[config.mk]
export PLATFORM = sky130hd
export DESIGN_NAME = tsr_out_stage_flat
export DESIGN_NICKNAME = d
export VERILOG_FILES = /design/src/tsr_pkg.sv /design/src/tsr_if.sv /design/src/tsr_out_stage.sv /design/src/flat_wrapper.sv
export SDC_FILE = /design/constraint.sdc
export NUM_CORES = 1
export LEC_CHECK = 0
export ABC_AREA = 1
export BUFFER_PORTS_ARGS = -buffer_cell sky130_fd_sc_hd__buf_2
export CELL_PAD_IN_SITES_DETAIL_PLACEMENT = 0
export CELL_PAD_IN_SITES_GLOBAL_PLACEMENT = 1
export CORE_ASPECT_RATIO = 0.9
export CORE_MARGIN = 4
export CORE_UTILIZATION = 28
export CTS_CLUSTER_DIAMETER = 150
export DETAILED_ROUTE_END_ITERATION = 7
export PLACE_DENSITY_LB_ADDON = 0.1
export RECOVER_POWER = 50
export SYNTH_ARGS = -nofsm -noshare
export SYNTH_HDL_FRONTEND = slang
export SYNTH_SLANG_ARGS = --single-unit
[constraint.sdc]
create_clock -name clk -period 2.5 [get_ports clk]
set_input_delay 0 -clock clk [delete_from_list [all_inputs] [get_ports clk]]
set_output_delay 0 -clock clk [all_outputs]
set_load 0.005 [all_outputs]
[src/tsr_pkg.sv]
// ----------------------------------------------------------------------------
// tsr_pkg
// Shared constants and types for the texture swizzle reorder block.
// ----------------------------------------------------------------------------
package tsr_pkg;

    localparam int MAX_ROW_WORDS = 512;
    localparam int BAND_ROWS     = 8;
    localparam int BLOCK_WORDS   = 4;
    localparam int BLOCK_SIZE    = BLOCK_WORDS * BAND_ROWS;
    localparam int BANK_DEPTH    = MAX_ROW_WORDS * BAND_ROWS;

    localparam int WORD_W   = 32;
    localparam int RW_W     = 10;
    localparam int OFF_W    = $clog2(BANK_DEPTH);
    localparam int ADDR_W   = OFF_W + 1;
    localparam int CNT_W    = OFF_W + 1;
    localparam int ROW_W    = $clog2(BAND_ROWS);
    localparam int COL_W    = $clog2(BLOCK_WORDS);
    localparam int WITHIN_W = $clog2(BLOCK_SIZE);

    localparam logic [RW_W-1:0] ROW_WORDS_RESET = RW_W'(128);
    localparam logic [RW_W-1:0] PITCH_MASK      = RW_W'(10'h3FC);

    localparam logic ACTION_DATA  = 1'b0;
    localparam logic ACTION_FLUSH = 1'b1;

    typedef struct packed {
        logic valid;
        logic last;
    } rd_req_t;

endpackage

[src/tsr_if.sv]


interface tsr_out_if
    import tsr_pkg::*;
();
    logic              valid;
    logic              ready;
    logic [WORD_W-1:0] out_word;
    logic              last_of_band;

    modport source (output valid, output out_word, output last_of_band, input ready);
    modport sink   (input valid, input out_word, input last_of_band, output ready);
endinterface

[src/tsr_out_stage.sv]
// ----------------------------------------------------------------------------
// tsr_out_stage
// Read-data stage and output register; sets input ready from downstream room.
// ----------------------------------------------------------------------------
module tsr_out_stage
    import tsr_pkg::*;
(
    input  logic              clk,
    input  logic              rst_n,
    input  rd_req_t           rd_req,
    input  logic              fire,
    input  logic [WORD_W-1:0] ram_rdata,
    output logic              in_ready,
    tsr_out_if.source         swizzled
);

    logic              s1_valid_reg, s1_valid_next;
    logic              s1_last_reg;
    logic              out_valid_reg, out_valid_next;
    logic [WORD_W-1:0] out_word_reg;
    logic              out_last_reg;
    logic              out_free;
    logic              s1_move;

    always_comb
    begin
        out_free = !out_valid_reg || swizzled.ready;
        s1_move  = s1_valid_reg && out_free;
        in_ready = !s1_valid_reg || out_free;

        out_valid_next = out_valid_reg;
        if (out_free)
        begin
            out_valid_next = s1_valid_reg;
        end

        s1_valid_next = s1_valid_reg;
        if (s1_move)
        begin
            s1_valid_next = 1'b0;
        end
        if (fire)
        begin
            s1_valid_next = rd_req.valid;
        end
    end

    always_ff @(posedge clk or negedge rst_n)
    begin
        if (!rst_n)
        begin
            s1_valid_reg  <= 1'b0;
            out_valid_reg <= 1'b0;
        end
        else
        begin
            s1_valid_reg  <= s1_valid_next;
            out_valid_reg <= out_valid_next;
        end
    end

    always_ff @(posedge clk)
    begin
        if (fire && rd_req.valid)
        begin
            s1_last_reg <= rd_req.last;
        end
        if (s1_move)
        begin
            out_word_reg <= ram_rdata;
            out_last_reg <= s1_last_reg;
        end
    end

    assign swizzled.valid        = out_valid_reg;
    assign swizzled.out_word     = out_word_reg;
    assign swizzled.last_of_band = out_last_reg;

endmodule
[src/flat_wrapper.sv]
// flat-port wrapper written by rule: the top's interface ports become plain ports
module tsr_out_stage_flat import tsr_pkg::*;
  (clk, rst_n, rd_req, fire, ram_rdata, in_ready, swizzled_valid, swizzled_out_word, swizzled_last_of_band, swizzled_ready);
  tsr_out_if swizzled_i ();
  input  logic clk;
  input  logic rst_n;
  input  rd_req_t rd_req;
  input  logic fire;
  input  logic [WORD_W-1:0] ram_rdata;
  output logic in_ready;
  output wire logic [$bits(swizzled_i.valid)-1:0] swizzled_valid;
  output wire logic [$bits(swizzled_i.out_word)-1:0] swizzled_out_word;
  output wire logic [$bits(swizzled_i.last_of_band)-1:0] swizzled_last_of_band;
  input wire logic [$bits(swizzled_i.ready)-1:0] swizzled_ready;
  assign swizzled_valid = swizzled_i.valid;
  assign swizzled_out_word = swizzled_i.out_word;
  assign swizzled_last_of_band = swizzled_i.last_of_band;
  assign swizzled_i.ready = swizzled_ready;
  tsr_out_stage u_core (.clk(clk), .rst_n(rst_n), .rd_req(rd_req), .fire(fire), .ram_rdata(ram_rdata), .in_ready(in_ready), .swizzled(swizzled_i));
endmodule
==> Word-level counts from Yosys, hierarchy flattened <==
Index checks and enable logic that the tools add are counted.
{ "op_classes": {"muxes": 2, "n_reduce_logical": 7} }
{ "ops": {"columns": ["op", "n"], "rows": [
  ["1-bit logical AND", 2],
  ["1-bit logical NOT", 2],
  ["1-bit logical OR", 2],
  ["1-bit two-way mux", 2],
  ["2-bit nonzero test", 1]
]} }
{ "word_totals": {"ff_bits": 36, "input_bits": 38, "out_inout_bits": 35, "word_cells": 14} }

==> Logic depth before layout (Yosys ltp) <==
{ "logic_depth": {"word_depth": 5, "mapped_depth": 3, "mapped_depth_nobuf": 3} }

==> Worst setup path before layout <==
OpenSTA, ideal clock, no wires.
{ "synth_path": {"path_kind": "reg-to-reg", "start": "reg u_core.out_valid_reg, in the netlist u_core.swizzled.valid", "end": "reg u_core.out_last_reg, in the netlist u_core.swizzled.last_of_band, enable pin", "arrival_ps": 2084, "t_required_ps": 2066, "slack_ps": -18, "path_stages_with_launch": 2, "path_buffers": 0, "synth_period_minus_slack_ps": 2518, "cell_sequence": "dfrtp_1 -> a21oi_1"} }
{ "synth_via": {"elab_chain_cells": 3} }
{ "synth_lines": {"columns": ["element", "line_no", "text"], "rows": [
  ["start: declaration", "tsr_out_stage.sv:19", "logic out_valid_reg, out_valid_next;"],
  ["start signal: assignment", "tsr_out_stage.sv:58", "out_valid_reg <= out_valid_next;"],
  ["1-bit logical NOT", "tsr_out_stage.sv:27", "out_free = !out_valid_reg || swizzled.ready;"],
  ["1-bit logical OR", "tsr_out_stage.sv:27", null],
  ["1-bit logical AND", "tsr_out_stage.sv:28", "s1_move = s1_valid_reg && out_free;"],
  ["net u_core.s1_move", "tsr_out_stage.sv:23", "logic s1_move;"],
  ["end signal: assignment", "tsr_out_stage.sv:71", "out_last_reg <= s1_last_reg;"],
  ["end: declaration", "tsr_out_stage.sv:21", "logic out_last_reg;"]
]} }
The timed path passes the listed nets, and every way through them passes these cells.
A chain may end at the register's enable or synchronous reset.

==> Worst setup path after layout <==
{ "layout_path": {"start": "in rd_req[1] (netlist bit)", "end": "reg u_core.s1_valid_reg"} }
{ "layout_via": {"elab_chain_cells": 1} }
{ "layout_lines": {"columns": ["element", "line_no", "text"], "rows": [
  ["start: declaration", "flat_wrapper.sv:7", "input rd_req_t rd_req;"],
  ["1-bit two-way mux", "tsr_out_stage.sv:42", "if (fire)"],
  ["end signal: assignment", "tsr_out_stage.sv:57", "s1_valid_reg <= s1_valid_next;"],
  ["end: declaration", "tsr_out_stage.sv:17", "logic s1_valid_reg, s1_valid_next;"]
]} }
Every way passes these cells.

==> results.md <==
- Initial Util: 29.53%
- Reg2reg start: u_core.swizzled.valid$_DFFE_PN0P_
- Final Net Count: 203
- Largest family of logic cells by synthesized area: simple AND/OR/NAND/NOR gates
- DR vias: around 840
- Worst slew pin tran: 0.4081 ns
- Layout cell share with drive strength beyond 1: 44.85%
- Leak pwr: 0.8482 nW
- Avg Cell Area, Syn: 23.77 um2
- Rows: 21
- Sequential cell area: 0.001071 mm2
- Critical path capture point: u_core.s1_valid_reg$_DFFE_PN0P_
- Cells after DPL: 166
- Fill count: 336
- Wire length per cell: approximately 12 um
- Multi-input gate area: 42.54 um2
- Req. time, crit path: 2.66 ns
- Residual DRC count: 0
- Pwr dens: 600.6 mW/mm2
- Post-Synthesis Cell Area: 0.001117 mm2
- Yosys warning total: 0
- Antenna Cells: 0
- Clock-pin slew on the worst setup and hold paths: around 0.060 ns
- Synth area leader: edfxtp_1
- Overall Global Routing Usage: just over 10%
- Maximum vdd ir drop: 0.3924 mV
- Clock latency on the worst-skew pair: roughly 0.27 ns
- Compound-gate portion of the synthesized area: 0.4479%
- Vias in the first global route: 809
- Final WL: 2532 um
- Top cells by area, synth: edfxtp_1 (91%), dfrtp_1 (4.5%), nand2_1 (1.3%), inv_1 (1.0%), nand4_1 (0.56%)
- Initial antenna violation count: 0
- Fin cells: 211
- Post-synthesis sequential area ratio: 95.86%
- Area share of the largest cell type after synthesis: 91.38%
- CP Capture Type: flop
- Reg2reg setup slack: between 1 and 1.5 ns
- Number of max-cap violations: 0
- H-tree Lvls: 2
- Post-CTS Resized: 0
- Post-synthesis adder-cell area fraction: 0%
- Synth Instances: 47
- Final GP Congestion: ~0.63
- Sinks on Clock Net: 36
- Global-route wire length before repair: 3698 um
- Register-to-Register Path Depth: 2
- Final Hold Violating Endpoints: 0
- Worst Skew: approximately 0.0029 ns
- Type of the worst min-delay path: input port to async pin
- Minimum clock period: 1.697 ns
- F_max: between 500 and 600 MHz
- DP HPWL: around 1800 um
- TritonCTS clock tree: yes
- Kind of critical path: input port to flop
- Ports: 73
- Number of port buffers: 72
- Crit path from: rd_req[1]
- Synth Area in XOR/XNOR: 0%
- CTS Buffer Depth: 2
- Outcome: finished, final reports clean
- Total Die Area: approximately 0.005 mm2
- Max reg flops: 32
- # setup viols final: 0
- Synth-to-Final Area Change: 79.28%
- DR pass1 iterations: 4
- Largest net degree at the start of global routing: 34
- Reg2reg end: u_core.swizzled.out_word[10]$_DFFE_PP_
- Total core area: 0.003784 mm2
- DRT iter0 DRCs: 51
- Yosys reg bits: 36
- Mux contribution to synthesized area: 0%
- Gr ovfl total: 0
- Clk root buf: clkbuf_8
- Die W: 74.59 um
- CTS buffer count: 5
- RSZ-0062 raised after global routing: false
- Slew HR: between 70% and 80%
- Simple-Gate Fraction of Synth Area: under 10%
- Max-slew violations: 0
- Post-route ant nets: 0
- CP max FO: 2
- Post-synth net total: 85
- Startpoint Class: input port
- Setup TNS: 0 ns
- Worst path arrival time: roughly 1.9 ns
- Tcrit/Tclk final: 67.89%
- DIE HEIGHT: between 60 and 70 um
- Post-synth cell types: 8
- Post-DR vias/cell: 3.986
layout by cell type (no fill, tap or decap), drive strengths merged, types with 2 or more instances in the layout:
| master | Yosys | layout |
|---|---|---|
| clkbuf | 0 | 13 |
| edfxtp | 34 | 34 |
| dlygate4sd3 | 0 | 38 |
| buf | 0 | 66 |
| dfrtp | 2 | 2 |
| nand2 | 4 | 4 |
| inv | 4 | 4 |
how the worst min path moves through the flow:
stage,startpoint,to,slack (ns),depth (start not counted)
6_report,rst_n,u_core.s1_valid_reg$_DFFE_PN0P_,0.03,2
5_1_grt,rst_n,u_core.s1_valid_reg$_DFFE_PN0P_,0.04,2
4_1_cts,rst_n,u_core.swizzled.valid$_DFFE_PN0P_,0.01,2
3_5_place_dp,rst_n,u_core.swizzled.valid$_DFFE_PN0P_,-0.21,1
3_3_place_gp,rst_n,u_core.swizzled.valid$_DFFE_PN0P_,-0.21,1
2_1_floorplan,rst_n,u_core.s1_valid_reg$_DFFE_PN0P_,-0.30,0
per-layer routing:
| metal | GRT usage, % | vias to the layer above | part of all wire, % |
|---|---|---|---|
| met5 | 0 | - | 0 |
| met4 | 4.000 | 0 | 0.28 |
| met3 | 4.552 | 2 | 9.2 |
| met2 | 18.53 | 37 | 53 |
| met1 | 10.40 | 391 | 37 |
| li1 | - | 411 | - |
critical path, cell delays in order:
cell	delay, ns
dlygate4sd3_1	0.53
buf_2	0.12
nand2_1	0.06
dlygate4sd3_1	0.55
nand2_1	0.05
dlygate4sd3_1	0.54
final cells by class:
class | instances | share of cell area (%)
Clock buffer | 6 | 3.623
Clock inverter | 1 | 0.2498
Inverter | 4 | 0.7495
Multi-Input combinational cell | 7 | 2.124
Sequential cell | 36 | 53.47
Tap cell | 46 | 2.873
Timing Repair Buffer | 111 | 36.91
cells in the mapped netlist:
cell / n
inv_1: 3
nand4_1: 1
nand2_1: 4
dfrtp_1: 2
inv_2: 1
nand3_1: 1
a21oi_1: 1
edfxtp_1: 34
cell families after synthesis:
| logic type | count (synthesis) |
|---|---|
| flops | 36 |
| simple gates | 6 |
| compound gates | 1 |
| buf+inv | 4 |
timing repair:
item                                    4_1_cts  5_1_grt
buffers inserted                              0        0
endpoints found under the setup margin        0        0
hold buffers                                 38        0
hold endpoints to repair                     37        0
report_power, final:
part	switching, mW	leakage (nW)	internal [mW]
registers	0.0104	0.342	0.699
clock network	0.177	0.0410	0.189
logic	0.0482	0.465	0.0793
through the flow:
stage	instance area [um2]	setup WS (ns)	utilization, %	hold slack (ns)	power [mW]
6_report	2003	0.8028	52.94	0.03291	1.203
5_1_grt	2003	0.7735	52.94	0.04213	1.269
4_1_cts	2012	0.8322	53.17	0.01346	1.231
3_5_place_dp	1554	1.154	41.07	-0.2128	0.8079
3_3_place_gp	1554	1.200	41.07	-0.2127	0.8042
2_1_floorplan	1121	0.7127	-	-0.2956	0.7418
No activity file was read; power rests on OpenSTA's default activity.
