File: src/tsr_pkg.sv
// ----------------------------------------------------------------------------
// tsr_pkg
// Shared constants and types for the texture swizzle reorder block.
// ----------------------------------------------------------------------------
package tsr_pkg;

    localparam int MAX_ROW_WORDS = 512;
    localparam int BAND_ROWS     = 8;
    localparam int BLOCK_WORDS   = 4;
    localparam int BLOCK_SIZE    = BLOCK_WORDS * BAND_ROWS;
    localparam int BANK_DEPTH    = MAX_ROW_WORDS * BAND_ROWS;

    localparam int WORD_W   = 32;
    localparam int RW_W     = 10;
    localparam int OFF_W    = $clog2(BANK_DEPTH);
    localparam int ADDR_W   = OFF_W + 1;
    localparam int CNT_W    = OFF_W + 1;
    localparam int ROW_W    = $clog2(BAND_ROWS);
    localparam int COL_W    = $clog2(BLOCK_WORDS);
    localparam int WITHIN_W = $clog2(BLOCK_SIZE);

    localparam logic [RW_W-1:0] ROW_WORDS_RESET = RW_W'(128);
    localparam logic [RW_W-1:0] PITCH_MASK      = RW_W'(10'h3FC);

    localparam logic ACTION_DATA  = 1'b0;
    localparam logic ACTION_FLUSH = 1'b1;

    typedef struct packed {
        logic valid;
        logic last;
    } rd_req_t;

endpackage

File: src/tsr_ctrl.sv
// ----------------------------------------------------------------------------
// tsr_ctrl
// Band counters, bank select and swizzled read address generation.
// ----------------------------------------------------------------------------
module tsr_ctrl
    import tsr_pkg::*;
(
    input  logic              clk,
    input  logic              rst_n,
    input  logic              cfg_we,
    input  logic [RW_W-1:0]   cfg_wdata,
    input  logic              fire,
    input  logic              action,
    output logic              ram_we,
    output logic [ADDR_W-1:0] ram_waddr,
    output logic              ram_re,
    output logic [ADDR_W-1:0] ram_raddr,
    output rd_req_t           rd_req
);

    logic [RW_W-1:0]  row_words_reg;
    logic [CNT_W-1:0] write_count_reg, write_count_next;
    logic [CNT_W-1:0] read_count_reg, read_count_next;
    logic             write_bank_reg, write_bank_next;
    logic             pending_reg, pending_next;

    logic [RW_W-1:0]     masked;
    logic [CNT_W-1:0]    rw;
    logic [CNT_W-1:0]    band_size;
    logic                band_ok;
    logic [CNT_W-1:0]    rc_inc;
    logic [CNT_W-1:0]    wc_inc;
    logic [ROW_W-1:0]    row;
    logic [COL_W-1:0]    col;
    logic [CNT_W-1:0]    block;
    logic [CNT_W-1:0]    off;
    logic                rd_last;

    always_comb
    begin
        masked    = row_words_reg & PITCH_MASK;
        rw        = (CNT_W'(masked) > CNT_W'(MAX_ROW_WORDS)) ? CNT_W'(MAX_ROW_WORDS)
                                                             : CNT_W'(masked);
        band_size = CNT_W'(rw * CNT_W'(BAND_ROWS));
        band_ok   = (band_size != '0);

        row   = read_count_reg[WITHIN_W-1:COL_W];
        col   = read_count_reg[COL_W-1:0];
        block = read_count_reg >> WITHIN_W;
        off   = CNT_W'(CNT_W'(row) * rw) + CNT_W'(block * CNT_W'(BLOCK_WORDS)) + CNT_W'(col);

        rc_inc  = read_count_reg + CNT_W'(1);
        wc_inc  = write_count_reg + CNT_W'(1);
        rd_last = (rc_inc >= band_size);

        ram_re    = fire && pending_reg && band_ok;
        ram_raddr = {~write_bank_reg, off[OFF_W-1:0]};
        ram_we    = fire && (action == ACTION_DATA) && band_ok;
        ram_waddr = {write_bank_reg, write_count_reg[OFF_W-1:0]};

        rd_req.valid = ram_re;
        rd_req.last  = rd_last;

        write_count_next = write_count_reg;
        read_count_next  = read_count_reg;
        write_bank_next  = write_bank_reg;
        pending_next     = pending_reg;

        if (ram_re)
        begin
            read_count_next = rc_inc;
            if (rd_last)
            begin
                pending_next    = 1'b0;
                read_count_next = '0;
            end
        end

        if (fire && (action == ACTION_FLUSH))
        begin
            write_count_next = '0;
        end
        else if (ram_we)
        begin
            write_count_next = wc_inc;
            if (wc_inc >= band_size)
            begin
                write_count_next = '0;
                write_bank_next  = ~write_bank_reg;
                pending_next     = 1'b1;
                read_count_next  = '0;
            end
        end

        if (cfg_we)
        begin
            write_count_next = '0;
            read_count_next  = '0;
            pending_next     = 1'b0;
        end
    end

    always_ff @(posedge clk or negedge rst_n)
    begin
        if (!rst_n)
        begin
            row_words_reg   <= ROW_WORDS_RESET;
            write_count_reg <= '0;
            read_count_reg  <= '0;
            write_bank_reg  <= 1'b0;
            pending_reg     <= 1'b0;
        end
        else
        begin
            if (cfg_we)
            begin
                row_words_reg <= cfg_wdata;
            end
            write_count_reg <= write_count_next;
            read_count_reg  <= read_count_next;
            write_bank_reg  <= write_bank_next;
            pending_reg     <= pending_next;
        end
    end

endmodule

File: config.mk
export PLATFORM = sky130hd
export DESIGN_NAME = tsr_ctrl
export DESIGN_NICKNAME = d
export VERILOG_FILES = /design/src/tsr_pkg.sv /design/src/tsr_ctrl.sv
export SDC_FILE = /design/constraint.sdc
export NUM_CORES = 1
export LEC_CHECK = 0
export ABC_AREA = 1
export BUFFER_PORTS_ARGS = -buffer_cell sky130_fd_sc_hd__clkbuf_2
export CAP_MARGIN = 10
export CELL_PAD_IN_SITES_DETAIL_PLACEMENT = 1
export CELL_PAD_IN_SITES_GLOBAL_PLACEMENT = 1
export CORE_UTILIZATION = 43
export CTS_CLUSTER_SIZE = 14
export DETAILED_ROUTE_END_ITERATION = 8
export HOLD_SLACK_MARGIN = 0.15
export PLACE_DENSITY = 0.91
export REMOVE_ABC_BUFFERS = 1
export SLEW_MARGIN = 25
export SYNTH_ARGS = -nofsm -noshare
export SYNTH_HDL_FRONTEND = slang
export SYNTH_SLANG_ARGS = --single-unit
File: constraint.sdc
create_clock -name clk -period 4.22 [get_ports clk]
set_clock_uncertainty 0.05 [all_clocks]
set_input_delay 0.422 -clock clk [delete_from_list [all_inputs] [get_ports clk]]
set_output_delay 0.422 -clock clk [all_outputs]
set_load 0.01 [all_outputs]
Word-level counts from Yosys, hierarchy flattened --
Cells that the tools add are included.
Storage, ports and cells: memory bits (read-only) 0, bits of input ports 15, output and inout port bits 30, memories 0, bits in writable memories 0, bits in latches 0, flip-flop bits (word level) 38
Cells by class: magnitude comparators 3, add/subtract/negate cells 4, divide/modulo/power cells 0, eq/ne operators 0, $mul 1, bitwise gates (word level) 3, mux-type cells 17, reductions and logical operators 8, shift-type cells 0
Operators with widths (number):
- $mux 13 | 10
- $add 13x1->13 const B | 2
- $ge 13x13->1 | 2
- $reduce_bool 13->1 | 1
- $add 12x10->12 | 1
- $add 12x2->12 | 1
- $mul 3x10->12 | 1
- $gt 10x10->1 const B | 1
- $mux 10 | 1
- $mux 1 | 6
- $logic_and 1x1->1 | 5
- $not 1->1 | 3
- $reduce_and 3->1 | 1
- $reduce_bool 3->1 | 1

Logic depth before layout (Yosys ltp) --
Gate-level depths: netlist (run 1).
word-level depth 9, gate-level depth with buffers 21, gate-level depth less buffers 20

Least setup slack after synthesis (run 1) --
No wires, ideal clock.
path type reg2out, start reg row_words_reg[9], end out ram_raddr[11], data required time 3.748 ns, data arrival time 3.217 ns, stages on the path, launching flop included 13, slack 0.531 ns, path buffers 0, cell sequence dfrtp_1 -> inv_4 -> nand2_4 -> or2_2 -> fa_1 -> inv_1 -> fa_1 -> inv_1 -> fa_1 -> o21ai_0 -> nand4_1 -> o211ai_1 -> xor2_1
Between the ends: longest elaborated chain between the ends 5
RTL lines:
- start: declaration | line tsr_ctrl.sv:21 | logic [RW_W-1:0] row_words_reg;
- start signal: assignment | line tsr_ctrl.sv:117 | row_words_reg <= cfg_wdata;
- $gt 10x10->1 | line tsr_ctrl.sv:42 | rw = (CNT_W'(masked) > CNT_W'(MAX_ROW_WORDS)) ? CNT_W'(MAX_ROW_WORDS)
- $mux 10 (*) | line tsr_ctrl.sv:42
- $mul 3x10->12 (*) | line tsr_ctrl.sv:50 | off = CNT_W'(CNT_W'(row) * rw) + CNT_W'(block * CNT_W'(BLOCK_WORDS)) + CNT_W'(col);
- $add 12x10->12 (*) | line tsr_ctrl.sv:50
- $add 12x2->12 (*) | line tsr_ctrl.sv:50
- end: declaration | line tsr_ctrl.sv:17 | output logic [ADDR_W-1:0] ram_raddr,
Mark *: on every way between the ends. The rest lies on a longest branch, timed or not.

Worst setup path in the final report (run 1) --
Same ends and word-level chain as after synthesis.

==> metrics.txt, run 1 <==
Final Core Density 0.4903; cts bufs inserted 5; GP Congestion approximately 0.91; Achievable Freq 0.2457 GHz; Seq/Total Area, Yosys 0.2537; CP endpoint kind output pin; setup violators final 0; power density over the cells 214.9 nW/µm²; fin nets 571; num ports between 40 and 50; VDD IR max ~0.00012 V; Finished Layout Cells slightly above 600; routed len/inst 16.41 µm; I/O Buffers 42; Site Rows 32; Antenna Cells 0; critical path type reg -> out; startpoint types flip-flop; clk sinks 36; Tot Pwr 0.8269 mW; Die Y 92.94 µm; Syn Inst Count between 400 and 500; layout cells sized above 1 0.1825; post-synth top area share 0.2463; Worst-path clk slew about 0.080 ns; initial antenna violation count 0; Max Root-Sink Buffers 2; core area 7848 µm²; Worst-Margin Slew 0.8984 ns; CTS H-tree depth 2; FF-to-FF End read_count_reg[8]; Pre-Repair DR Iteration Count 4; Avg Inst Size Synth 7.317 µm²; CTS tree built; FF+latch count, synth 36; P_leak approximately 2.2 nW; Post-Place Cells 606; HPWL after DPL 7489 µm; worst r2r src write_count_reg[0]; die area approximately 8600 µm²; Slew Viols, Final 0; Tot GR Track Use 0.2473; largest cells by area after synthesis dfrtp_1 25%, nand2_1 14%, ha_1 10%, inv_1 7.8%, fa_1 7.3%; clk_lat worst skew 0.29 ns; Worst EP required 3.75 ns; worst reg-to-reg path cell count 14; setup tns final 0 ns; Critical path origin row_words_reg[9]; Routed Antenna Nets 0; DP Worst Slack 0.01351 ns; CP Capture Point ram_raddr[11]; Hold Buf Count CTS 0; Via density 5.269; Initial Util 0.4531; width of the die 92.94 µm; Tcrit/Tclk final 0.9644; Overflow after GRT 0; post-route setup slack 0.1503 ns; flop-to-flop setup slack between 1 and 1.5 ns; drt total wl 10130 µm; MaxCap Viol Count 0; Worst Hold Class in -> async; Synth Warn # 0; Initial DRC Count between 80 and 90; Layout area overhead 8.198%; fin crit period 4.070 ns; Cell Area, Synth 3556 µm²; Max Fanout on Critical Path 7; CTS root buffer clkbuf_8; library cells used by synthesis 37; first-pass GRT wire length 16550 µm; worst rel slew slack 0.4011; DR DRC count 0; vias in the first global route 3442; crit path DAT 3.60 ns; status finished clean; total number of vias approximately 3.3k; endpoints failing hold 0; largest net degree at the start of global routing 37; cell taking the most area after synthesis dfrtp_1
[logic make-up after synthesis]
| logic type | Yosys count | share of synthesized area |
|---|---|---|
| xor gates and xnor gates | 20 | 0.04926 |
| AOI/OAI and AO/OA | 33 | 0.05559 |
| DFF | 36 | 0.2537 |
| and+or+nand+nor | 254 | 0.3315 |
| adders and majority gates | 42 | 0.1752 |
| buffers and inverters | 101 | 0.1348 |
[routing by layer]
metal,vias up,global-route usage,wire length [µm]
li1,1544,-,-
met1,1620,0.2870,4349
met2,65,0.4620,5265
met3,22,0.02545,278
met4,0,0.09487,232
met5,-,0,0
[layout by cell type (no fill, tap or decap), types with 12 or more instances in the layout]
cell type  instances
nand2_1          137
inv_1             72
nor2_1            47
clkbuf_2          41
dfrtp_1           33
ha_1              29
nand3_1           22
a21oi_1           19
xor2_1            16
fa_1              12
[synth_stat cells]
master    count
nand2_1     137
inv_1        74
nor2_1       47
dfrtp_1      35
ha_1         29
nand3_1      22
a21oi_1      19
buf_4        19
xor2_1       16
fa_1         13
nand2_2      10
nand3_2       8
nand4_1       7
nor3_1        7
o21ai_0       6
or2_2         5
xnor2_1       4
clkbuf_1      3
nor2_4        3
a21o_1        2
and3_1        2
nand2_4       2
o211ai_1      2
a211oi_4      1
a21boi_0      1
and2_1        1
buf_12        1
buf_2         1
buf_6         1
clkbuf_2      1
dfstp_2       1
inv_4         1
nand3_4       1
nand4_2       1
nor2_8        1
o21bai_1      1
o31ai_1       1
[per-stage QoR]
step,area (µm²),hold slack (ns)
2_1_floorplan,3361,0.07641
4_1_cts,3829,0.2539
3_3_place_gp,3714,0.4225
5_1_grt,3847,0.2501
6_report,3847,0.1951
3_5_place_dp,3714,0.4319
[cell type report]
cell class / instances / area (µm²)
timing repair buffer: 47 / 247.7
multi-input combinational: 349 / 2181
inverter: 75 / 286.5
fill: 1067 / 4000
sequential: 36 / 904.6
tap: 102 / 127.6
clock buffer: 8 / 100.1
[worst max-delay path: stages, from the launching register on]
cell      delay (ns)
dfrtp_2         0.46
clkinv_4        0.10
nand2_4         0.08
or2_2           0.29
fa_1            0.49
inv_1           0.06
fa_1            0.53
inv_1           0.07
fa_2            0.42
o21ai_2         0.19
nand4_1         0.12
o211ai_1        0.14
xor2_1          0.18
clkbuf_2        0.15
[repair_timing]
item                       4_1_cts  5_1_grt
buffers inserted                 1        2
pin swaps                        1        2
resized for setup                4        5
setup endpoints to repair        2        3
[where the power goes]
part           switching, mW  internal [mW]
Sequential            0.0167          0.360
Clock                  0.139          0.149
Combinational          0.108         0.0537
Total                  0.264          0.563
[worst min-delay path by stage]
stage,start,to,slack (ns),cells past startpoint
6_report,rst_n,write_count_reg[1],0.20,1
3_3_place_gp,row_words_reg[7],row_words_reg[7],0.42,2
5_1_grt,rst_n,write_count_reg[1],0.25,1
3_5_place_dp,row_words_reg[7],row_words_reg[7],0.43,2
2_1_floorplan,rst_n,pending_reg,0.08,0
4_1_cts,cfg_wdata[7],row_words_reg[7],0.25,3
Note: power is estimated with default switching activity, not from simulation.
==> run 2, diff against run 1 <==
REMOVE_ABC_BUFFERS = unset   (was 1)
==> run 2 against run 1 <==
Compared with the run above: fmax rose by 1.9%; setup slack improved by 0.077 ns; non-clock buffer count did not move; highest routed layer unchanged; critical path depth rose by 2; first-iteration DRC count rose by 65%; largest cell class unchanged; register-to-register slack got worse by 0.04 ns.
==> metrics.txt, run 2 (same netlist as run 1, synthesis figures left out) <==
Worst EP required 3.75 ns (about the same); largest net degree at the start of global routing 37 (unchanged); Final Core Density 0.4954 (was 0.4903); most common cell after layout, fill and taps aside nand2_1 (unchanged); DP Worst Slack 0.1120 ns (was 0.01351 ns); most frequent CP cell nor2_1; Initial DRC Count 139 (was 84); Die Y 92.94 µm (unchanged); VDD IR max 0.0001423 V (was 0.0001165 V); status finished clean (unchanged); Max Fanout on Critical Path 7 (unchanged); critical path type reg -> out (unchanged); Overflow after GRT 0 (unchanged); Tot Pwr 0.8846 mW (was 0.8269 mW); CTS tree built (unchanged); Initial Util 0.4531 (unchanged); Crit path largest cell delay 0.50 ns (was 0.53 ns); first-pass GRT wire length 16350 µm (was 16550 µm); crit path DAT 3.52 ns (was 3.60 ns); most frequent cells in the layout 135 x nand2_1, 71 x inv_1, 46 x nor2_1 (was 137 x nand2_1, 72 x inv_1, 47 x nor2_1); clk_lat worst skew 0.30 ns (was 0.29 ns); grt met1 use 0.3061 (was 0.2870); initial antenna violation count 0 (unchanged); cts bufs inserted 5 (unchanged); global-route met3 utilization 0.02956 (was 0.02545); met2 global-route usage 0.4320 (was 0.4620); endpoints failing hold 0 (unchanged); I/O Buffers 42 (unchanged); Tcrit/Tclk final 0.9461 (was 0.9644); Routed Antenna Nets 0 (unchanged); Cell Chain, Critical Path clkinv_4 -> nand2_2 -> nor2_1 -> fa_1 -> inv_1 -> fa_1 -> inv_1 -> ha_1 -> a21oi_1 -> o21ai_4 -> a21oi_1 -> nor2_1 -> nor2_1 -> xnor2_1 -> clkbuf_2 (was clkinv_4 -> nand2_4 -> or2_2 -> fa_1 -> inv_1 -> fa_1 -> inv_1 -> fa_2 -> o21ai_2 -> nand4_1 -> o211ai_1 -> xor2_1 -> clkbuf_2); num ports 45 (unchanged); DR DRC count 0 (unchanged); P_leak 2.178 nW (was 2.165 nW); fin crit period 3.992 ns (was 4.070 ns); CTS H-tree depth 2 (unchanged); Worst-path clk slew 0.08 ns (about the same); Via density 5.288 (was 5.269); Finished Layout Cells 617 (unchanged); GP Congestion 0.8621 (was 0.9075); Worst-Margin Slew 0.8718 ns (was 0.8984 ns); layout cells sized above 1 0.1903 (was 0.1825); Critical-path top delay cell fa_1 (unchanged); width of the die 92.94 µm (unchanged); vias in the first global route 3318 (was 3442); clk sinks 36 (unchanged); startpoint types flip-flop (unchanged); Hold Buf Count CTS 0 (unchanged); power density over the cells 227.6 nW/µm² (was 214.9 nW/µm²); drt total wl 9949 µm (was 10130 µm); worst rel slew slack 0.4188 (was 0.4011); Pre-Repair DR Iteration Count 4 (unchanged); Layout area overhead 9.324% (was 8.198%); Worst Hold Class in -> async (unchanged); core area 7848 µm² (unchanged); post-route setup slack 0.2275 ns (was 0.1503 ns); total number of vias 3263 (was 3251); routed len/inst 16.12 µm (was 16.41 µm); CP endpoint kind output pin (unchanged); setup violators final 0 (unchanged); Achievable Freq 0.2505 GHz (was 0.2457 GHz); Post-Place Cells 605 (was 606); MaxCap Viol Count 0 (unchanged); Placed Area 3706 µm² (was 3714 µm²); CTS root buffer clkbuf_8 (unchanged); hold slack final 0.1764 ns (was 0.1951 ns); Max Root-Sink Buffers 2 (unchanged); Mapped Nets 543; Site Rows 32 (unchanged); setup tns final 0 ns (unchanged); global route hottest layer met2 (unchanged); Tot GR Track Use 0.2416 (was 0.2473); Design Area, Final 3887 µm² (was 3847 µm²); fin nets 571 (unchanged); die area 8637 µm² (unchanged); Antenna Cells 0 (unchanged); Slew Viols, Final 0 (unchanged); HPWL after DPL 7368 µm (was 7489 µm)
run 2: path summary, 6_finish.rpt:
kind                                     from                   to  slack (ns)  cells after the start
min reg2reg                  row_words_reg[2]     row_words_reg[2]        0.46                      2
max                          row_words_reg[9]         ram_raddr[9]        0.23                     15
max in group asynchronous               rst_n     row_words_reg[9]        3.33                      1
min in group clk                 cfg_wdata[7]     row_words_reg[7]        0.28                      3
max reg2reg                write_count_reg[0]    read_count_reg[3]        0.99                     14
min                                     rst_n  write_count_reg[10]        0.18                      1
run 2: repair_timing:
action	CTS	global route
cloned	0	0
setup endpoints to repair	2	4
gates resized for setup	3	10
pin swaps	1	2
buffers inserted	1	3
run 2: worst max-delay path: cells and delay by family, from the launching register on:
| kind | cells | cell delay, ns |
|---|---|---|
| simple gates | 4 | 0.42 |
| compound gates | 3 | 0.51 |
| fa+ha+maj | 3 | 1.35 |
| xor+xnor | 1 | 0.13 |
| buf+inv | 4 | 0.36 |
| flops | 1 | 0.44 |
run 2: cell type report:
| class | count | area [µm²] |
|---|---|---|
| Inverter | 75 | 286.5 |
| Timing Repair Buffer | 47 | 247.7 |
| Clock buffer | 7 | 96.34 |
| Sequential cell | 36 | 903.4 |
| Multi-Input combinational cell | 349 | 2196 |
| Fill cell | 1035 | 3960 |
| Clock inverter | 1 | 30.03 |
| Tap cell | 102 | 127.6 |
run 2: per-layer routing:
metal | part of all wire | up-vias
met3 | 0.050 | 14
met1 | 0.43 | 1619
met5 | 0 | -
met4 | 0.017 | 0
met2 | 0.51 | 84
li1 | - | 1546
run 2: power breakdown:
group / total [mW] / switching, mW / internal [mW]
Combinational: 0.158 / 0.105 / 0.0530
Clock: 0.349 / 0.141 / 0.209
Sequential: 0.377 / 0.0170 / 0.360
==> run 3, diff against run 2 <==
CORE_UTILIZATION = 35   (was 43)
PLACE_DENSITY = 0.78   (was 0.91)
==> run 3 against run 2 <==
Compared with the run above: worst hold slack got worse by 0.0073 ns; setup slack got worse by 0.034 ns; first-iteration DRC count fell by 21%; global-route usage fell by 5.3 points; non-clock buffer count fell by 2; cell count rose by 4.7%; clock power fell by 21%; fmax fell by 0.84%; largest cell class unchanged; largest power group unchanged; highest routed layer unchanged.
==> metrics.txt, run 3 (same netlist as run 1, synthesis figures left out) <==
Placed Area 3745 µm² (was 3706 µm²); unrepaired setup endpoints after global routing no; CTS H-tree depth 2 (unchanged); most frequent cells in the layout 137 x nand2_1, 73 x inv_1, 47 x nor2_1 (was 135 x nand2_1, 71 x inv_1, 46 x nor2_1); most common cell after layout, fill and taps aside nand2_1 (unchanged); worst rel slew slack 0.4237 (was 0.4188); setup tns final 0 ns (unchanged); core area 9819 µm² (was 7848 µm²); Worst-path clk slew 0.09 ns (was 0.08 ns); CP endpoint kind output pin (unchanged); I/O Buffers 42 (unchanged); Initial DRC Count 110 (was 139); Worst-Margin Slew 0.8645 ns (was 0.8718 ns); DR DRC count 0 (unchanged); num ports 45 (unchanged); Routed Antenna Nets 0 (unchanged); Overflow after GRT 0 (unchanged); Achievable Freq 0.2484 GHz (was 0.2505 GHz); Mapped Nets 543 (unchanged); Design Area, Final 3866 µm² (was 3887 µm²); Max Root-Sink Buffers 2 (unchanged); Via density 4.847 (was 5.288); Max Fanout on Critical Path 10 (was 7); CTS root buffer clkbuf_8 (unchanged); clk_lat worst skew 0.30 ns (about the same); GP Congestion 0.8516 (was 0.8621); fin nets 569 (was 571); startpoint types flip-flop (unchanged); Hold Buf Count CTS 0 (unchanged); critical path type reg -> out (unchanged); Antenna Cells 0 (unchanged); post-route setup slack 0.1936 ns (was 0.2275 ns); VDD IR max 0.0001690 V (was 0.0001423 V); Pre-Repair DR Iteration Count 4 (unchanged); Tot Pwr 0.8050 mW (was 0.8846 mW); Slew Viols, Final 0 (unchanged); Finished Layout Cells 646 (was 617); P_leak 2.154 nW (was 2.178 nW); DP Worst Slack 0.1138 ns (was 0.1120 ns); Tcrit/Tclk final 0.9541 (was 0.9461); die area 10570 µm² (was 8637 µm²); Layout area overhead 8.726% (was 9.324%); first-pass GRT wire length 15310 µm (was 16350 µm); Die Y 102.8 µm (was 92.94 µm); Site Rows 36 (was 32); setup violators final 0 (unchanged); cts bufs inserted 5 (unchanged); Post-Place Cells 636 (was 605); crit path DAT 3.55 ns (was 3.52 ns); Worst Hold Class in -> async (unchanged); layout cells sized above 1 0.1774 (was 0.1903); fin crit period 4.026 ns (was 3.992 ns); endpoints failing hold 0 (unchanged); status finished clean (unchanged); clk sinks 36 (unchanged); power density over the cells 208.2 nW/µm² (was 227.6 nW/µm²); initial antenna violation count 0 (unchanged); vias in the first global route 3226 (was 3318); HPWL after DPL 7345 µm (was 7368 µm); drt total wl 9313 µm (was 9949 µm); routed len/inst 14.42 µm (was 16.12 µm); total number of vias 3131 (was 3263); CTS tree built (unchanged); Worst EP required 3.75 ns (about the same); width of the die 102.8 µm (was 92.94 µm); MaxCap Viol Count 0 (unchanged); Initial Util 0.3621 (was 0.4531); Tot GR Track Use 0.1884 (was 0.2416); largest net degree at the start of global routing 37 (unchanged)
[run 3: changes by cell type in the layout (fill, tap and decap cells not counted), moves of 2 or more]
cell | previous run | this run
inv_6 | 0 | 2
inv_1 | 71 | 73
nand2_1 | 135 | 137
buf_4 | 5 | 3
nand2_2 | 12 | 10
inv_2 | 3 | 1
[run 3: area by class of cell]
class	count	area, µm²
flip-flops and latches	36	903.4
clock inverters	2	13.76
clock buffers	6	82.58
repair buffers	45	232.7
fillers	1285	5953
inverters	75	286.5
well taps	133	166.4
multi-input cells	349	2181
[run 3: metal layers]
layer | vias to the layer above | track usage | wire length, µm
met5 | - | 0 | 0
met4 | 0 | 0.04009 | 87
met3 | 7 | 0.02169 | 177
met2 | 38 | 0.3344 | 4601
met1 | 1541 | 0.2467 | 4447
li1 | 1545 | - | -
[run 3: stage by stage]
stage | util | hold WS, ns
after floorplan | - | 0.07641
after CTS | 0.3917 | 0.2442
final | 0.3937 | 0.1691
after detailed placement | 0.3814 | 0.4192
after global placement | 0.3814 | 0.4182
after global routing | 0.3937 | 0.2375
[run 3: worst paths after layout]
kind,endpoint,cells past startpoint,start,slack [ns]
min reg2reg,row_words_reg[7],2,row_words_reg[7],0.44
min,write_count_reg[9],1,rst_n,0.17
max,ram_raddr[11],13,row_words_reg[9],0.19
min in group clk,row_words_reg[7],3,cfg_wdata[7],0.26
max reg2reg,read_count_reg[11],14,write_count_reg[0],1.09
max in group asynchronous,row_words_reg[9],1,rst_n,3.34
[run 3: what timing repair did]
item | 4_1_cts | 5_1_grt
pin swaps | 0 | 1
setup buffers | 0 | 2
endpoints found under the setup margin | 2 | 2
gates resized for setup | 3 | 3
[run 3: worst max-delay path, cell delays in order (launching register included)]
cell      delay [ns]
dfrtp_2         0.45
inv_6           0.12
nand2_4         0.08
or2_2           0.29
fa_1            0.51
inv_1           0.06
fa_1            0.54
inv_1           0.07
fa_2            0.41
o21ai_2         0.17
nand4_1         0.11
o211ai_1        0.12
xor2_1          0.17
clkbuf_2        0.15
[run 3: report_power, final]
group,internal [mW],switching [mW],total [mW]
Sequential,0.360,0.0159,0.376
Combinational,0.0502,0.102,0.152
Clock,0.134,0.144,0.277
